**src/design/tip_ordered_pending_pool_top_assert.svh**
```systemverilog
// Assertion macros used by the tip-ordered pending pool top module.
`ifndef TIP_ORDERED_PENDING_POOL_TOP_ASSERT_SVH
`define TIP_ORDERED_PENDING_POOL_TOP_ASSERT_SVH

// Same-cycle implication, disabled while reset is low.
`define TOPP_ASSERT_IMP(name, clk, rst_n, ante, cons) \
    name: assert property (@(posedge clk) disable iff (!(rst_n)) (ante) |-> (cons)) \
        else $error("topp assertion failed");

// Next-cycle implication, disabled while reset is low.
`define TOPP_ASSERT_NXT(name, clk, rst_n, ante, cons) \
    name: assert property (@(posedge clk) disable iff (!(rst_n)) (ante) |=> (cons)) \
        else $error("topp assertion failed");

`endif

```
**src/design/topp_ram.sv**
```systemverilog
// Generic single-write, single-read RAM with registered read data.
module topp_ram #(
    parameter int WIDTH = 8,
    parameter int DEPTH = 64
) (
    input  logic                     i_clk,
    input  logic                     i_we,
    input  logic [$clog2(DEPTH)-1:0] i_waddr,
    input  logic [WIDTH-1:0]         i_wdata,
    input  logic [$clog2(DEPTH)-1:0] i_raddr,
    output logic [WIDTH-1:0]         o_rdata
);
    logic [WIDTH-1:0] r_mem [DEPTH];
    logic [WIDTH-1:0] r_rdata;

    always_ff @(posedge i_clk) begin
        if (i_we) begin
            r_mem[i_waddr] <= i_wdata;
        end
        r_rdata <= r_mem[i_raddr];
    end

    assign o_rdata = r_rdata;
endmodule

```
**config.mk**
```make
export PLATFORM = sky130hd
export DESIGN_NAME = topp_ram
export DESIGN_NICKNAME = d
export VERILOG_FILES = /design/src/design/tip_ordered_pending_pool_top_assert.svh /design/src/design/topp_ram.sv
export SDC_FILE = /design/constraint.sdc
export NUM_CORES = 1
export LEC_CHECK = 0
export ABC_AREA = 1
export BUFFER_PORTS_ARGS = -buffer_cell sky130_fd_sc_hd__buf_2
export CORE_MARGIN = 1.5
export CORE_UTILIZATION = 57
export DETAILED_ROUTE_END_ITERATION = 10
export HOLD_SLACK_MARGIN = 0.05
export PLACE_DENSITY_LB_ADDON = 0.25
export SYNTH_ARGS = -nofsm -noshare
export SYNTH_HDL_FRONTEND = slang
export SYNTH_SLANG_ARGS = --single-unit
```
**constraint.sdc**
```tcl
create_clock -name i_clk -period 2.1 [get_ports i_clk]
set_input_delay 0.315 -clock i_clk [delete_from_list [all_inputs] [get_ports i_clk]]
set_output_delay 0.315 -clock i_clk [all_outputs]
set_load 0.02 [all_outputs]
```
==> summary.md <==
| Metric | Value |
|---|---|
| Post-synth EDFFs | `around 500` |
| Fillers | `around 2700` |
| Min-Delay Path Class | `primary input to register` |
| Post-CTS Hold Buffers | `0` |
| Remaining DRCs | `0` |
| Dpl hpwl | `around 31000 um` |
| Total track usage | `~28%` |
| Sw Pwr | `between 4000 and 5000 uW` |
| CP Data Arrival Time | `around 1.3 ns` |
| 1st-iter DRT viols | `~1700` |
| First-pass GRT wire length | `about 81000 um` |
| Setup TNS | `0 ns` |
| Clock group share of total power | `a little over two fifths` |
| DR vias | `about 14000` |
| DIE AREA | `a little under 0.04 mm2` |
| Top-count cell post-synth | `nand2_1` |
| Reg2reg path depth | `8` |
| PwrDens | `slightly above 900 mW/mm2` |
| CTS buffer count | `52` |
| Ys flop type | `edfxtp_1` |
| Cts repair resizes | `0` |
| Ys Warns | `0` |
| Fmax | `between 600 and 700 MHz` |
| CP top delay family | `flip-flops` |
| Layout cells sized above 1 | `between 10% and 20%` |
| Nature of the critical path endpoint | `primary output` |
| Crit path largest cell delay | `0.45 ns` |
| Syn Inst Count | `approximately 1800` |
| Post-Synthesis Cell Area | `about 0.021 mm2` |
| Crit path kind | `register to primary output` |
| Max Cap Viol | `0` |
| Clock root buffer | `clkbuf_16` |
| Initial antenna violation count | `3` |
| Die Ht | `a little under 200 um` |
| Cell Chain, Critical Path | `buf_2` |
| Max Root-Sink Buffers | `3` |
| Final setup fails | `0` |
| Main area contributors after synthesis | `edfxtp_1, nand2_1, nand3_1` |
| # Post-CTS Setup Buffers | `0` |
| Outcome | `completed` |
| CTS clk-pin slew, worst paths | `about 0.060 ns` |
| Post-Synthesis Net Count | `1827` |
| Relative slew slack | `26.0%` |
| TritonCTS sink count | `520` |
| Largest net degree at the start of global routing | `65` |
| Internal | `between 15000 and 20000 uW` |
| Vias in the first global route | `between 10000 and 15000` |
| Worst-Margin Slew | `~1.1 ns` |
| Starting Density | `58.1%` |
| Synth Register Bits | `520` |
| Sw Share | `21.7%` |
| Post-synth cell types | `16` |
| P_leak | `0.00890 uW` |
| Layout net count | `1911` |
| Count of pins over their slew limit | `0` |
| Async SR Flop Fraction | `0%` |
| Post-synth top cells | `nand2_1, edfxtp_1, nand3_1` |
| WP depth | `1` |
| Post-synth top area cell | `edfxtp_1` |
| Avg Inst Size Synth | `between 10 and 15 um2` |
| Clk_lat worst skew | `just under 0.6 ns` |
| Worst vdd ir | `roughly 0.69 mV` |
| Area Growth Syn to Fin | `13.1%` |
| Worst Setup Start Kind | `register` |
| Die extent in x | `about 200 um` |
| WHS Path Cells | `3` |
| Total grt overflow | `0` |
| Post-route minimum period | `~1.6 ns` |
| Sequential Power Share | `roughly half` |
| Hold Fails Final Rpt | `0` |
| Detail Route Antenna Nets | `0` |
| Rows | `70` |
| Final period utilization | `75.2%` |
| Setup Skew | `~0.010 ns` |
| Worst Path Max Fanout | `2` |
| Via density per instance | `between 5 and 6` |
| WL/cell | `approximately 22 um` |
| CTS tree | `built` |
| Synth top area share | `just over 70%` |
| Worst path slowest cell | `dfxtp_1` |
| IO Pins | `30` |
| CORE AREA | `between 0.03 and 0.04 mm2` |
| H-tree depth | `2` |
| Combinational power share | `6.4%` |
| Port Buffers | `29` |
| DR pass1 iterations | `8` |
| Seq/Total Area, Yosys | `between 70% and 80%` |
| Hold_ws | `0.137 ns` |
| CP required | `approximately 1.8 ns` |
| CP Buf/Inv Count | `1` |
| RSZ-0062 raised after global routing | `false` |
| WL final | `53100 um` |
| Routability cong. | `between 0.8 and 0.9` |
==> flip-flops by register name (all words and copies together), names as in the netlist <==
| name | count |
|---|---|
| r_mem | 512 |
| o_rdata | 8 |
==> path summary, 6_finish.rpt <==
path,startpoint,end,slack [ns]
worst min register to register,r_mem[2][0],o_rdata[0],0.84
worst min-delay path,i_raddr[5],o_rdata[5],0.14
worst max register to register,r_mem[54][6],o_rdata[6],0.71
worst max-delay path,o_rdata[2],o_rdata[2],0.52
==> metal layers <==
layer  GRT usage, %  share of wire, %  wire length (um)  vias up
met1           38.5                39             20700     6845
met3           5.03               9.7              5150      129
li1               -                 -                 -     6525
met5              0                 0                 0        -
met2           45.1                48             25300      715
met4           11.1               3.6              1890        0
==> power by group through the flow <==
stage / clock [uW] / combinational [uW] / sequential, uW
after detailed placement: 0 / 1420 / 11700
after global routing: 9820 / 1550 / 11500
after floorplan: 0 / 807 / 11800
after global placement: 0 / 1400 / 11700
after CTS: 9430 / 1430 / 11500
final: 9350 / 1440 / 11500
==> stage by stage <==
stage	power [uW]	worst slack [ns]	utilization, %	std cells	area (um2)
6_report	22300	0.521	65.8	2401	24100
5_1_grt	22900	0.475	65.8	2399	24100
4_1_cts	22400	0.521	65.8	2398	24100
3_5_place_dp	13200	0.211	61.1	2303	22400
3_3_place_gp	13100	0.221	61.1	2303	22400
2_1_floorplan	12600	0.0189	-	1805	21300
==> worst register-to-register path, cell delays in order (launching register included) <==
cell and delay [ns]:
edfxtp_1 0.36, nand2_1 0.07, nand3_1 0.07, nand3_1 0.12, nand2_1 0.14, nand2_1 0.15, nand3_1 0.18, nand3_1 0.14
nand2_1 0.05
==> layout by cell type (no fill, tap or decap) <==
cell,count
bufinv_16,8
buf_4,92
nand3_1,439
clkbuf_16,53
nand2_1,648
dfxtp_1,8
nor4_1,8
diode_2,3
edfxtp_1,512
inv_2,1
nor2_1,56
inv_1,9
buf_12,23
clkbuf_1,13
nand4_1,9
buf_2,27
clkinv_2,8
inv_4,1
buf_6,1
inv_6,3
clkinv_1,11
==> logic make-up after synthesis <==
kind of cell / after synthesis / synth area share [%]
AND/OR/NAND/NOR: 1160 / 23.2
flip-flops: 520 / 72.8
buffers and inverters: 125 / 4.02
==> area by class of cell <==
| class | instances | area, um2 | share of cell area (%) |
|---|---|---|---|
| diodes | 3 | 7.51 | 0.0311 |
| clock buffers | 66 | 1380 | 5.70 |
| clock inverters | 29 | 339 | 1.40 |
| inverters | 12 | 52.6 | 0.218 |
| multi-input cells | 1160 | 4950 | 20.5 |
| flip-flops and latches | 520 | 15500 | 64.4 |
| well taps | 468 | 586 | 2.43 |
| repair buffers | 143 | 1300 | 5.38 |
(Power assumes the default switching activity.)
