**src/design/tip_ordered_pending_pool_top_assert.svh**
```systemverilog
// Assertion macros used by the tip-ordered pending pool top module.
`ifndef TIP_ORDERED_PENDING_POOL_TOP_ASSERT_SVH
`define TIP_ORDERED_PENDING_POOL_TOP_ASSERT_SVH

// Same-cycle implication, disabled while reset is low.
`define TOPP_ASSERT_IMP(name, clk, rst_n, ante, cons) \
    name: assert property (@(posedge clk) disable iff (!(rst_n)) (ante) |-> (cons)) \
        else $error("topp assertion failed");

// Next-cycle implication, disabled while reset is low.
`define TOPP_ASSERT_NXT(name, clk, rst_n, ante, cons) \
    name: assert property (@(posedge clk) disable iff (!(rst_n)) (ante) |=> (cons)) \
        else $error("topp assertion failed");

`endif

```
**src/design/topp_pkg.sv**
```systemverilog
// Shared types, codes and constants of the tip-ordered pending pool.
package topp_pkg;

    localparam int DEF_POOL_DEPTH = 64;
    localparam int S_TDATA_W      = 496;
    localparam int M_TDATA_W      = 368;

    localparam logic [2:0] OP_ADD    = 3'd0;
    localparam logic [2:0] OP_LOOKUP = 3'd1;
    localparam logic [2:0] OP_REMOVE = 3'd2;
    localparam logic [2:0] OP_PRUNE  = 3'd3;
    localparam logic [2:0] OP_READ   = 3'd4;

    localparam logic [2:0] ST_ACCEPTED     = 3'd0;
    localparam logic [2:0] ST_DUPLICATE    = 3'd1;
    localparam logic [2:0] ST_WRONG_CHAIN  = 3'd2;
    localparam logic [2:0] ST_BAD_VERSION  = 3'd3;
    localparam logic [2:0] ST_EXPIRED      = 3'd4;
    localparam logic [2:0] ST_FULL_LOW_TIP = 3'd5;
    localparam logic [2:0] ST_DONE         = 3'd6;

    localparam logic CFG_CHAIN_ID    = 1'b0;
    localparam logic CFG_REQ_VERSION = 1'b1;

    typedef struct packed {
        logic [63:0] key;
        logic [63:0] sender;
        logic [63:0] seq;
        logic [63:0] tip;
        logic [63:0] expiry;
        logic [31:0] payload;
    } t_entry;

    localparam int ENTRY_W = $bits(t_entry);

    typedef struct packed {
        logic key_eq;
        logic snd_eq;
        logic tip_lt;
        logic exp_le;
    } t_cmp_flags;

endpackage

```
**src/design/topp_cmp.sv**
```systemverilog
// Shared compare unit: matches one stored entry against the current request.
module topp_cmp (
    input  topp_pkg::t_entry     i_entry,
    input  logic [63:0]          i_key,
    input  logic [63:0]          i_sender,
    input  logic [63:0]          i_seq,
    input  logic [63:0]          i_tip,
    input  logic [63:0]          i_now,
    output topp_pkg::t_cmp_flags o_flags
);
    import topp_pkg::*;

    always_comb begin
        o_flags.key_eq = (i_entry.key == i_key);
        o_flags.snd_eq = (i_entry.sender == i_sender) && (i_entry.seq == i_seq);
        o_flags.tip_lt = (i_entry.tip < i_tip);
        o_flags.exp_le = (i_entry.expiry <= i_now);
    end
endmodule

```
**config.mk**
```make
export PLATFORM = sky130hd
export DESIGN_NAME = topp_cmp
export DESIGN_NICKNAME = d
export VERILOG_FILES = /design/src/design/tip_ordered_pending_pool_top_assert.svh /design/src/design/topp_pkg.sv /design/src/design/topp_cmp.sv
export SDC_FILE = /design/constraint.sdc
export NUM_CORES = 1
export LEC_CHECK = 0
export BUFFER_PORTS_ARGS = -buffer_cell sky130_fd_sc_hd__clkbuf_2
export CAP_MARGIN = 15
export CORE_AREA = 4 4 259 261
export DETAILED_ROUTE_END_ITERATION = 16
export DIE_AREA = 0 0 263 265
export GPL_TIMING_DRIVEN = 0
export PLACE_DENSITY = 0.41
export RECOVER_POWER = 25
export SETUP_SLACK_MARGIN = 0.5
export SLEW_MARGIN = 15
export SYNTH_ARGS = -nofsm -noshare
export SYNTH_HDL_FRONTEND = slang
export SYNTH_SLANG_ARGS = --single-unit
```
**constraint.sdc**
```tcl
create_clock -name vclk -period 3
set_input_delay 0.15 -clock vclk [all_inputs]
set_output_delay 0.15 -clock vclk [all_outputs]
set_load 0.02 [all_outputs]
```
==> results.md <==
* Status: complete, no violations
* Uppermost layer routed: met5
* Total grt overflow at 0
* Hold path depth at 7
* Std cell rows at between 90 and 100
* Global-route wire length before repair at about 44000 um
* Die Span X at between 200 and 300 um
* Clkbuf count at 0
* Layout cells sized above 1 at 0.503
* Fmax at between 300 and 400 MHz
* Post-DP HPWL at ~30000 um
* DR vias/cell at 3.31
* Sequential cell count at 0
* Overall Power at 1.19 mW
* Slowest cell delay on critical path at about 0.58 ns
* Critical Path RT at ~2.9 ns
* Detail Route Antenna Nets at 0
* Iter 0 DRT Violations at approximately 200
* Ports at 676
* Critical-path cell list: clkbuf_2 -> ha_4 -> nand4_1 -> or4_4 -> or4_4 -> or3_4 -> o21ai_2 -> clkbuf_8
* Dpl ws at -0.000948 ns
* RSZ-0062 raised after global routing: yes
* Die area at 0.0697 sq mm
* Synth Area per Inst at ~7.4 sq um
* Synth top area share at 0.300
* Slew HR at 0.559
* Setup CP Type: in2out
* Area Growth Syn to Fin at 89.5%
* Synth area leader: ha_1
* Vias in the first global route at around 7900
* Most common cell in the netlist: inv_1
* GRT Total Usage at 0.0808
* DRC viols at 0
* Met3 WL at between 2000 and 3000 um
* Buffers on Ports at 644
* M1 WL at around 11000 um
* Mapped Area at ~0.0053 sq mm
* Pre-antenna DRT Iters at 4
* Largest net degree at the start of global routing at 4
* Final Setup Violations at 0
* Net Count, Synth at ~1500
* DRT Wirelength at between 30000 and 40000 um
* Synth cell types at 35
* Final estimated routing congestion in global placement at ~0.92
* Slowest CP cell: or4_4
* Setup WS post-layout at 0.404 ns
* Tmin final at about 2.6 ns
* Syn Inst Count at slightly above 700
* Worst Setup Start Kind: input port
* Synth area leaders: ha_1 30%, xor2_1 16%, xnor2_1 14%, inv_1 10%, nand4_1 6.4%
* WP data arrival at around 2.5 ns
* Pwr/cell area at around 120 mW/mm^2
* Nets at between 2000 and 2500
* Slew Viols, Final at 0
* Max cap viols at 0
* Slew @ Worst Pin at roughly 0.66 ns
* Synth cell count leaders: 143 x inv_1, 127 x ha_1, 94 x xor2_1
* Worst hold start: i_entry[206]
* Core ar. at 0.0645 sq mm
* DR vias at around 7400
* Fillers at 7464
* Per-cell routed wire length at about 14 um
* Hold Violations, Final at 0
* Endpoint, Worst Hold: o_flags[2]
* Tcrit/Tclk final at 0.865
* Initial core utilization at 0.0821
* Initial antenna violation count at 9
* Met2 WL post-DR at between 15000 and 20000 um
* Ys Warns at 0
* FF+latch area at 0 sq um
* Finished Cell Area at about 0.01 sq mm
* CP most frequent cell: or4_4
* Hold Crit Class: in2out
* Seq/Total Area, Yosys at 0
* Hold bufs inserted after CTS at 0
* DIE HEIGHT at 265 um
* VDD IR-drop max at 0.0605 mV
* Worst Setup End Kind: output pin
* Placed Area at approximately 0.0096 sq mm
* Max FO, Critical Path at 3
* Leakage at roughly 5.6 nW
## cell type report
| type | count | area, sq um | area share |
|---|---|---|---|
| inverters | 143 | 539 | 0.0537 |
| multi-input cells | 577 | 5040 | 0.502 |
| diodes | 1 | 2.50 | 0.000249 |
| well taps | 855 | 1070 | 0.107 |
| repair buffers | 653 | 3390 | 0.338 |
## power breakdown
part	total [mW]	switching [mW]	leakage [nW]	internal, mW
combinational	1.19	0.534	5.57	0.653
sequential	0	0	0	0
clock	0.0000000462	0	0.00000634	0.0000000462
## worst max-delay path, delay by kind of cell
| kind | cells | cell delay (ns) |
|---|---|---|
| AO/OA/AOI/OAI | 1 | 0.07 |
| adder cells (fa/ha/maj) | 1 | 0.27 |
| AND/OR/NAND/NOR | 4 | 1.69 |
| buffers and inverters | 2 | 0.27 |
## what timing repair did
item                       CTS  global route
resized for setup           23            48
pin swaps                   15            20
setup endpoints to repair    2             3
buffers inserted             6             3
## how the worst max path moves through the flow
| stage | from | to | slack [ns] |
|---|---|---|---|
| CTS | i_now[45] | o_flags[0] | 0.44 |
| global placement | i_seq[45] | o_flags[2] | 0.02 |
| floorplan | i_now[61] | o_flags[0] | 0.64 |
| finish | i_entry[87] | o_flags[0] | 0.40 |
| detailed placement | i_now[47] | o_flags[0] | -0.0009 |
| global route | i_now[49] | o_flags[0] | 0.34 |
## cell usage in the layout, fill, tap and decap left out, drive strengths merged
cell / n
a2111oi: 1
a211o: 1
a211oi: 3
a21o: 17
a21oi: 50
a221oi: 7
a22o: 2
a2bb2oi: 1
a31oi: 1
and4: 4
buf: 22
clkbuf: 631
diode: 1
ha: 127
inv: 143
nand2: 30
nand2b: 2
nand3: 9
nand3b: 1
nand4: 54
nor2: 4
nor2b: 2
nor3: 3
nor4: 36
nor4bb: 1
o211ai: 4
o21a: 1
o21ai: 21
o21bai: 1
o22a: 1
o22ai: 6
o31ai: 1
or2: 2
or3: 1
or4: 3
xnor2: 86
xor2: 94
## cell families after synthesis
kind of cell / after synthesis / share of synthesized area
buffers and inverters: 143 / 0.101
adders and majority gates: 127 / 0.300
AOI/OAI and AO/OA: 118 / 0.135
and+or+nand+nor: 152 / 0.166
xor gates and xnor gates: 180 / 0.298
## layer usage
| layer | up-vias | GRT usage |
|---|---|---|
| li1 | 3824 | - |
| met1 | 3155 | 0.0861 |
| met2 | 352 | 0.164 |
| met3 | 46 | 0.0186 |
| met4 | 4 | 0.0121 |
| met5 | - | 0 |
## stage by stage
| step | utilization | instances | hold slack, ns | setup TNS, ns |
|---|---|---|---|---|
| 2_1_floorplan | - | 720 | 0.575 | 0 |
| 3_3_place_gp | 0.149 | 2219 | 0.865 | 0 |
| 3_5_place_dp | 0.149 | 2219 | 0.849 | -0.000948 |
| 4_1_cts | 0.152 | 2225 | 0.856 | 0 |
| 5_1_grt | 0.156 | 2228 | 0.877 | 0 |
| 6_report | 0.156 | 2229 | 0.827 | 0 |
Note: power is estimated with default switching activity, not from simulation.
